`src/hw/rtl/ilp_pkg.sv`:
```
package ilp_pkg;

	// Width of the result value field on the output channel
	localparam int unsigned RESULT_W = 64;

	// Characters the parser recognises
	localparam logic [7:0] CH_0     = 8'h30;
	localparam logic [7:0] CH_1     = 8'h31;
	localparam logic [7:0] CH_2     = 8'h32;
	localparam logic [7:0] CH_3     = 8'h33;
	localparam logic [7:0] CH_4     = 8'h34;
	localparam logic [7:0] CH_6     = 8'h36;
	localparam logic [7:0] CH_8     = 8'h38;
	localparam logic [7:0] CH_9     = 8'h39;
	localparam logic [7:0] CH_UP_A  = 8'h41;
	localparam logic [7:0] CH_UP_B  = 8'h42;
	localparam logic [7:0] CH_UP_F  = 8'h46;
	localparam logic [7:0] CH_UP_O  = 8'h4F;
	localparam logic [7:0] CH_UP_X  = 8'h58;
	localparam logic [7:0] CH_UNDER = 8'h5F;
	localparam logic [7:0] CH_LO_A  = 8'h61;
	localparam logic [7:0] CH_LO_B  = 8'h62;
	localparam logic [7:0] CH_LO_E  = 8'h65;
	localparam logic [7:0] CH_LO_F  = 8'h66;
	localparam logic [7:0] CH_LO_I  = 8'h69;
	localparam logic [7:0] CH_LO_O  = 8'h6F;
	localparam logic [7:0] CH_LO_S  = 8'h73;
	localparam logic [7:0] CH_LO_U  = 8'h75;
	localparam logic [7:0] CH_LO_X  = 8'h78;
	localparam logic [7:0] CH_LO_Z  = 8'h7A;

	typedef enum logic [3:0] {
		PH_START  = 4'b0001,
		PH_ZERO   = 4'b0010,
		PH_DIGITS = 4'b0100,
		PH_SUFFIX = 4'b1000
	} phase_t;

	// Suffix matcher position; SFX_IDLE also marks a mismatch
	typedef enum logic [9:0] {
		SFX_IDLE   = 10'b00_0000_0001,
		SFX_LEAD   = 10'b00_0000_0010,
		SFX_ONE    = 10'b00_0000_0100,
		SFX_THREE  = 10'b00_0000_1000,
		SFX_SIX    = 10'b00_0001_0000,
		SFX_TWELVE = 10'b00_0010_0000,
		SFX_S      = 10'b00_0100_0000,
		SFX_SI     = 10'b00_1000_0000,
		SFX_SIZ    = 10'b01_0000_0000,
		SFX_DONE   = 10'b10_0000_0000
	} sfx_t;

	typedef enum logic [1:0] {
		RADIX_DEC = 2'd0,
		RADIX_HEX = 2'd1,
		RADIX_OCT = 2'd2,
		RADIX_BIN = 2'd3
	} radix_t;

	typedef struct packed {
		phase_t phase;
		sfx_t   sfx;
		radix_t radix;
		logic   digit_seen;
		logic   error_seen;
	} ctl_t;

	localparam ctl_t CTL_RESET = '{
		phase:      PH_START,
		sfx:        SFX_IDLE,
		radix:      RADIX_DEC,
		digit_seen: 1'b0,
		error_seen: 1'b0
	};

	typedef struct packed {
		logic [7:0] char_code;
		logic       char_present;
		logic       end_of_lexeme;
	} char_item_t;

	typedef struct packed {
		logic [RESULT_W-1:0] parsed_value;
		logic                value_ok;
	} value_item_t;

endpackage

```
`src/hw/rtl/ilp_step.sv`:
```
module ilp_step #(
	parameter int unsigned VALUE_BITS = 64
) (
	input  logic [7:0]            char_code,
	input  logic                  char_present,
	input  ilp_pkg::ctl_t         ctl,
	input  logic [VALUE_BITS-1:0] acc,
	output ilp_pkg::ctl_t         ctl_next,
	output logic [VALUE_BITS-1:0] acc_next
);
	import ilp_pkg::*;

	localparam int unsigned WIDE_W = VALUE_BITS + 4;

	logic              is_dec;
	logic              is_lower_hex;
	logic              is_upper_hex;
	logic              hex_mode;
	logic              char_ok;
	logic [3:0]        digit;
	logic              digit_in_range;
	logic [WIDE_W-1:0] acc_wide;
	logic [WIDE_W-1:0] scaled;
	logic [WIDE_W-1:0] sum;
	logic              overflow;
	logic              digit_good;
	logic              prefix_hit;
	radix_t            prefix_radix;
	sfx_t              sfx_step;

	function automatic sfx_t sfx_advance(sfx_t pos, logic [7:0] c);
		sfx_t n;
		n = SFX_IDLE;
		unique case (pos)
			SFX_LEAD: begin
				if (c == CH_8)
					n = SFX_DONE;
				else if (c == CH_1)
					n = SFX_ONE;
				else if (c == CH_3)
					n = SFX_THREE;
				else if (c == CH_6)
					n = SFX_SIX;
				else if (c == CH_LO_S)
					n = SFX_S;
			end
			SFX_ONE: begin
				if (c == CH_6)
					n = SFX_DONE;
				else if (c == CH_2)
					n = SFX_TWELVE;
			end
			SFX_THREE:  n = (c == CH_2) ? SFX_DONE : SFX_IDLE;
			SFX_SIX:    n = (c == CH_4) ? SFX_DONE : SFX_IDLE;
			SFX_TWELVE: n = (c == CH_8) ? SFX_DONE : SFX_IDLE;
			SFX_S:      n = (c == CH_LO_I) ? SFX_SI : SFX_IDLE;
			SFX_SI:     n = (c == CH_LO_Z) ? SFX_SIZ : SFX_IDLE;
			SFX_SIZ:    n = (c == CH_LO_E) ? SFX_DONE : SFX_IDLE;
			default:    n = SFX_IDLE;
		endcase
		return n;
	endfunction

	// Digit decode and range check against the base
	assign hex_mode     = (ctl.radix == RADIX_HEX);
	assign is_dec       = (char_code >= CH_0) && (char_code <= CH_9);
	assign is_lower_hex = hex_mode && (char_code >= CH_LO_A) && (char_code <= CH_LO_F);
	assign is_upper_hex = hex_mode && (char_code >= CH_UP_A) && (char_code <= CH_UP_F);
	assign char_ok      = is_dec || is_lower_hex || is_upper_hex;

	always_comb begin
		if (is_lower_hex)
			digit = 4'(char_code - CH_LO_A + 8'd10);
		else if (is_upper_hex)
			digit = 4'(char_code - CH_UP_A + 8'd10);
		else
			digit = char_code[3:0];
	end

	always_comb begin
		case (ctl.radix)
			RADIX_OCT: digit_in_range = (digit < 4'd8);
			RADIX_BIN: digit_in_range = (digit < 4'd2);
			default:   digit_in_range = 1'b1;
		endcase
	end

	// Multiply by the base with shifts, add the digit, flag any carry out
	assign acc_wide = WIDE_W'(acc);

	always_comb begin
		case (ctl.radix)
			RADIX_HEX: scaled = acc_wide << 4;
			RADIX_OCT: scaled = acc_wide << 3;
			RADIX_BIN: scaled = acc_wide << 1;
			default:   scaled = (acc_wide << 3) + (acc_wide << 1);
		endcase
	end

	assign sum        = scaled + WIDE_W'(digit);
	assign overflow   = |sum[WIDE_W-1:VALUE_BITS];
	assign digit_good = char_ok && digit_in_range && !overflow;

	always_comb begin
		prefix_hit   = 1'b1;
		prefix_radix = RADIX_DEC;
		if (char_code == CH_LO_X || char_code == CH_UP_X)
			prefix_radix = RADIX_HEX;
		else if (char_code == CH_LO_O || char_code == CH_UP_O)
			prefix_radix = RADIX_OCT;
		else if (char_code == CH_LO_B || char_code == CH_UP_B)
			prefix_radix = RADIX_BIN;
		else
			prefix_hit = 1'b0;
	end

	assign sfx_step = (ctl.sfx == SFX_DONE) ? SFX_IDLE : sfx_advance(ctl.sfx, char_code);

	always_comb begin
		ctl_next = ctl;
		acc_next = acc;
		if (char_present && !ctl.error_seen) begin
			if (ctl.phase == PH_SUFFIX) begin
				if (sfx_step == SFX_IDLE)
					ctl_next.error_seen = 1'b1;
				else
					ctl_next.sfx = sfx_step;
			end else if (char_code == CH_LO_I || char_code == CH_LO_U) begin
				ctl_next.phase = PH_SUFFIX;
				ctl_next.sfx   = SFX_LEAD;
			end else if (ctl.phase == PH_ZERO && prefix_hit) begin
				ctl_next.radix      = prefix_radix;
				ctl_next.digit_seen = 1'b0;
				ctl_next.phase      = PH_DIGITS;
				acc_next            = '0;
			end else if (char_code == CH_UNDER) begin
				ctl_next.phase = PH_DIGITS;
			end else begin
				ctl_next.phase = (ctl.phase == PH_START && char_code == CH_0) ?
					PH_ZERO : PH_DIGITS;
				if (digit_good) begin
					acc_next            = sum[VALUE_BITS-1:0];
					ctl_next.digit_seen = 1'b1;
				end else begin
					ctl_next.error_seen = 1'b1;
				end
			end
		end
	end

endmodule

```
`config.mk`:
```
export PLATFORM = sky130hd
export DESIGN_NAME = ilp_step
export DESIGN_NICKNAME = d
export VERILOG_FILES = /design/src/hw/rtl/ilp_pkg.sv /design/src/hw/rtl/ilp_step.sv
export SDC_FILE = /design/constraint.sdc
export NUM_CORES = 1
export LEC_CHECK = 0
export BUFFER_PORTS_ARGS = -buffer_cell sky130_fd_sc_hd__buf_2
export CAP_MARGIN = 25
export CORE_ASPECT_RATIO = 0.8
export CORE_MARGIN = 5
export CORE_UTILIZATION = 45
export DETAILED_ROUTE_END_ITERATION = 6
export GPL_TIMING_DRIVEN = 0
export PLACE_DENSITY = 0.69
export REMOVE_ABC_BUFFERS = 1
export SLEW_MARGIN = 20
export SYNTH_ARGS = -nofsm -noshare
export SYNTH_HDL_FRONTEND = slang
export SYNTH_SLANG_ARGS = --single-unit
```
`constraint.sdc`:
```
create_clock -name vclk -period 16.1
set_clock_uncertainty 0.1 [all_clocks]
set_input_delay 0.805 -clock vclk [all_inputs]
set_output_delay 0.805 -clock vclk [all_outputs]
set_load 0.005 [all_outputs]
```
Word-level counts from Yosys, hierarchy flattened
Index checks and enable logic that the tools add are counted.
- register bits: 0
- word-level logic and storage cells: 118
- add/subtract/negate cells: 6
- $lt $le $gt $ge: 8
- equality and inequality tests: 35
- mux-type cells: 50
- reductions and logical operators: 19
- operators with widths (cell ; count):
    2-to-1 mux 64 bit ; 6
    one-hot mux 68 bit (3 select lines) ; 1
    2-to-1 mux 10 bit ; 10
    equality test 8 x 7 -> 1 bit (second input constant) ; 12
    one-hot mux 10 bit (8 select lines) ; 1
    adder 67 x 65 -> 68 bit ; 1
    adder 68 x 4 -> 68 bit ; 1
    equality test 8 x 6 -> 1 bit (second input constant) ; 7
    2-to-1 mux 7 bit ; 4
    2-to-1 mux 4 bit ; 5
    2-to-1 mux 18 bit ; 1
    greater-or-equal comparator 8 x 7 -> 1 bit (second input constant) ; 2
    less-or-equal comparator 8 x 7 -> 1 bit (second input constant) ; 2
    2-to-1 mux 3 bit ; 4
    equality test 10 x 1 -> 1 bit (second input constant) ; 1
    equality test 10 bit (second input constant) ; 1
    equality test 10 x 2 -> 1 bit (second input constant) ; 1
    equality test 10 x 3 -> 1 bit (second input constant) ; 1
    equality test 10 x 4 -> 1 bit (second input constant) ; 1
    equality test 10 x 5 -> 1 bit (second input constant) ; 1
    equality test 10 x 6 -> 1 bit (second input constant) ; 1
    equality test 10 x 7 -> 1 bit (second input constant) ; 1
    equality test 10 x 8 -> 1 bit (second input constant) ; 1
    equality test 10 x 9 -> 1 bit (second input constant) ; 1
    21 further kinds ; 51

Depth between registers and ports, before layout
- word-level depth: 15
- mapped depth: 25

Least setup slack after synthesis
No wires, ideal clock.
- kind: input to output
- start: input ctl[3] (netlist name)
- end: output acc_next[56]
- arrival time: 5.780 ns
- required time: 15.195 ns
- slack: 9.415 ns
- stages: 25
- buffers on the path: 9
- path through: clkbuf_1 > buf_2 > buf_2 > buf_2 > buf_1 > buf_2 > buf_1 > nand2_1 > and3_1 > ha_1 > a21o_1 > a21oi_1 > nor2b_1 > nand2_1 > nor3_1 > nand4_1 > nor4_2 > nand4_1 > nor2_2 > nand3_1 > mux2i_1 > a211o_1 > buf_6 > buf_6 > a22o_1
- cells in the longest elaborated chain, start to end: 15
- elaborated cells between the ends (all ways): 26
- RTL lines (element ; RTL line ; source):
    from (decl) ; ilp_step.sv:6 ; input ilp_pkg::ctl_t ctl,
    equality test 2 x 1 -> 1 bit ; ilp_step.sv:65, ilp_step.sv:92 ;
    logical AND 1 bit (2 in series) ; ilp_step.sv:68 ; assign is_upper_hex = hex_mode && (char_code >= CH_UP_A) && (char_code <= CH_UP_F);
    2-to-1 mux 4 bit ; ilp_step.sv:74 ; else if (is_upper_hex)
    2-to-1 mux 4 bit ; ilp_step.sv:72 ; if (is_lower_hex)
    adder 68 x 4 -> 68 bit (tied with other cells) ; ilp_step.sv:100 ; assign sum = scaled + WIDE_W'(digit);
    OR reduction 4 bit / one-hot mux 1 bit (2 select lines) (equally long branches) ; ilp_step.sv:101, ilp_step.sv:81 ;
    zero test 1 bit / logical AND 1 bit (equally long branches) ; ilp_step.sv:102 ; assign digit_good = char_ok && digit_in_range && !overflow;
    logical AND 1 bit ; ilp_step.sv:102 ;
    2-to-1 mux 64 bit * ; ilp_step.sv:141 ; if (digit_good) begin
    2-to-1 mux 64 bit * ; ilp_step.sv:136 ; end else if (char_code == CH_UNDER) begin
    2-to-1 mux 64 bit * ; ilp_step.sv:131 ; end else if (ctl.phase == PH_ZERO && prefix_hit) begin
    2-to-1 mux 64 bit * ; ilp_step.sv:128 ; end else if (char_code == CH_LO_I || char_code == CH_LO_U) begin
    2-to-1 mux 64 bit * ; ilp_step.sv:123 ; if (ctl.phase == PH_SUFFIX) begin
    2-to-1 mux 64 bit * ; ilp_step.sv:122 ; if (char_present && !ctl.error_seen) begin
    to (decl) ; ilp_step.sv:9 ; output logic [VALUE_BITS-1:0] acc_next
Every way passes the cells marked *; elsewhere a longest branch is shown, timed or not.

Worst setup path in the final report
- start: input ctl[2] (netlist name)
- end: output acc_next[25]
Same word-level chain as after synthesis.

==> impl_metrics.json <==
{
  "drt-initial-drc-count": 1588,
  "synthesis.area_sq_mm": 0.009859,
  "grt_max_degree": 55,
  "p_int_mw": 0.1403,
  "finalHoldViolations": 0,
  "io_buffers": 173,
  "maxSlewViolCount": 0,
  "io_pins": 173,
  "syn2layout_area_growth_pct": 9.454,
  "rows": 48,
  "layout-drive-gt1-share_pct": 15.67,
  "dp_hpwl_microns": 35200,
  "setup_viol": 0,
  "startpoint_type": "input port",
  "ir_drop_v": 0.00001330,
  "routedWlPerCell_microns": 23.15,
  "min_to": "ctl_next[1]",
  "grt_pass1_vias": 11590,
  "coreArea_sq_mm": 0.02156,
  "rsz0062_at_grt": "no",
  "status": "finished clean",
  "dieArea_sq_mm": 0.02499,
  "min_path_cells": 3,
  "p_switching_mw": 0.2542,
  "finalSetupTns_ps": 0,
  "cts_setup_buffers": 0,
  "max_stage_delay_ps": 740,
  "tightest_slew_ps": 996.5,
  "cpMostUsedCell": "nand4_1",
  "worstSetupPathType": "in2out",
  "required_ps": 15190,
  "cp_cell_sequence": "buf_4 > buf_16 > nand2b_2 > nor2_1 > nand3_1 > mux2_2 > ha_1 > fa_1 > a21o_1 > nand3_1 > nor3_1 > nand4_1 > nor4_1 > nand4_1 > nor2_1 > nand4_1 > o21a_1 > nor3_4 > buf_6 > buf_8 > a22o_1 > buf_2",
  "period_needed_ps": 9083,
  "relSlewSlack_pct": 32.72,
  "final_common_cell": "nand2_1",
  "path_max_fanout": 54,
  "antenna_found_initial": 1,
  "grt_first_pass_wirelength_microns": 66630,
  "p_comb_share_pct": 100.0,
  "seqPwrFrac_pct": 0,
  "clockPowerShare_pct": 0,
  "min_from": "ctl[1]",
  "cap_violations": 0,
  "numSequentialCells": 0,
  "wirelength_microns": 43310,
  "ys.warnings.count": 0,
  "nClkBuffers": 0,
  "synth.avg_cell_area_sq_um": 6.560,
  "fin_nets": 1760,
  "final.period_utilization_pct": 56.42,
  "ant_nets": 0,
  "ys_types": 95,
  "hold_path_class": "in2out",
  "cp_slowest_cell": "nor3_4",
  "endpoint_kind": "primary output",
  "cts_resized": 0,
  "netSwitchingFraction_pct": 64.43,
  "synthTopCellsByArea": "ha_1 (8.9%), a21oi_1 (7.2%), nand2_1 (7.2%)",
  "vias_per_cell": 6.845,
  "dr.pass1.iters": 6,
  "vias": 12810,
  "gr-usage-all-layers_pct": 32.68,
  "netlist.area_leader.share_pct": 8.883,
  "grt_overflow": 0,
  "die_height_microns": 142.4,
  "post_dp_cell_area_sq_mm": 0.01077,
  "holdBufCountCts": 0,
  "gp_congestion": 1.013,
  "dieWidth_microns": 175.5,
  "power.density_mw_per_mm2": 36.56,
  "ys_seq_area_share_pct": 0,
  "clock.fmax_mhz": 110.1,
  "post-route-drc-count": 0,
  "p_leak_nw": 4.121,
  "layout_common_cells": "nand2_1 (188), buf_2 (171), a21oi_1 (142)",
  "initial_core_util_pct": 45.73,
  "yosysTopAreaCell": "ha_1",
  "crit_start": "ctl[2]",
  "stdcell_area_sq_mm": 0.01079,
  "cp.arrival_ps": 8180,
  "synthCells": 1503,
  "seqCellArea_sq_um": 0
}
[synthesized netlist by cell type, types with 13 or more instances]
library cell and n:
a22o_1 64, inv_1 17, mux2i_1 42, o211ai_1 18, nand2b_1 19, a21o_1 29, xnor2_1 57, mux4_2 13
a21oi_1 142, ha_1 70, a31oi_1 16, buf_2 37, clkbuf_1 28, a211oi_1 20, nor2_1 131, nor3_1 55
nor4_1 15, xor2_1 37, nand4_1 49, o21ai_0 105, or3_1 20, nand3_1 58, nor2b_1 16, nand2_1 189
[per-stage QoR]
stage          utilization (%)  cells  power (mW)  hold WS (ps)  worst slack [ps]
3_3_place_gp             49.20   1861      0.3738          1789              3206
6_report                 50.05   1871      0.3945          1804              7017
2_1_floorplan                -   1413      0.2490          1594              8232
5_1_grt                  50.05   1871      0.4251          1825              6597
3_5_place_dp             49.94   1868      0.3774          1800              7340
4_1_cts                  49.94   1868      0.3792          1803              7327
[area by class of cell]
type | instances | area (sq um)
fillers | 2229 | 10770
diodes | 1 | 2.502
multi-input cells | 1395 | 9350
well taps | 275 | 344.1
repair buffers | 182 | 1027
inverters | 18 | 67.56
[per-layer routing]
metal | routed length (microns) | GRT usage, %
met1 | 19200 | 47.64
met2 | 16980 | 46.82
met3 | 6289 | 11.31
met4 | 841 | 5.906
met5 | 0 | 0
[how the worst max path moves through the flow]
stage	to	depth (start not counted)
2_1_floorplan	acc_next[62]	15
3_3_place_gp	acc_next[38]	13
3_5_place_dp	acc_next[25]	22
4_1_cts	acc_next[25]	22
5_1_grt	acc_next[24]	22
6_report	acc_next[25]	22
[power by group through the flow]
stage / combinational [mW] / sequential, mW / clock [mW]
global route: 0.425 / 0 / 0.00000000832
finish: 0.395 / 0 / 0.00000000833
floorplan: 0.249 / 0 / 0
global placement: 0.374 / 0 / 0
detailed placement: 0.377 / 0 / 0
CTS: 0.379 / 0 / 0
[cell families after synthesis]
| kind of cell | after synthesis | synth area share (%) |
|---|---|---|
| compound gates | 542 | 37.39 |
| xor+xnor | 94 | 8.350 |
| fa+ha+maj | 72 | 9.289 |
| buf+inv | 108 | 5.368 |
| mux | 66 | 8.490 |
| simple gates | 621 | 31.12 |
[worst max-delay path, delay by kind of cell]
family                     cells  cell delay (ps)
and+or+nand+nor               11             4610
muxes                          1              290
AOI/OAI and AO/OA              3              590
adders and majority gates      2              410
buffers and inverters          5             1380
Power figures use the tool's default switching activity.
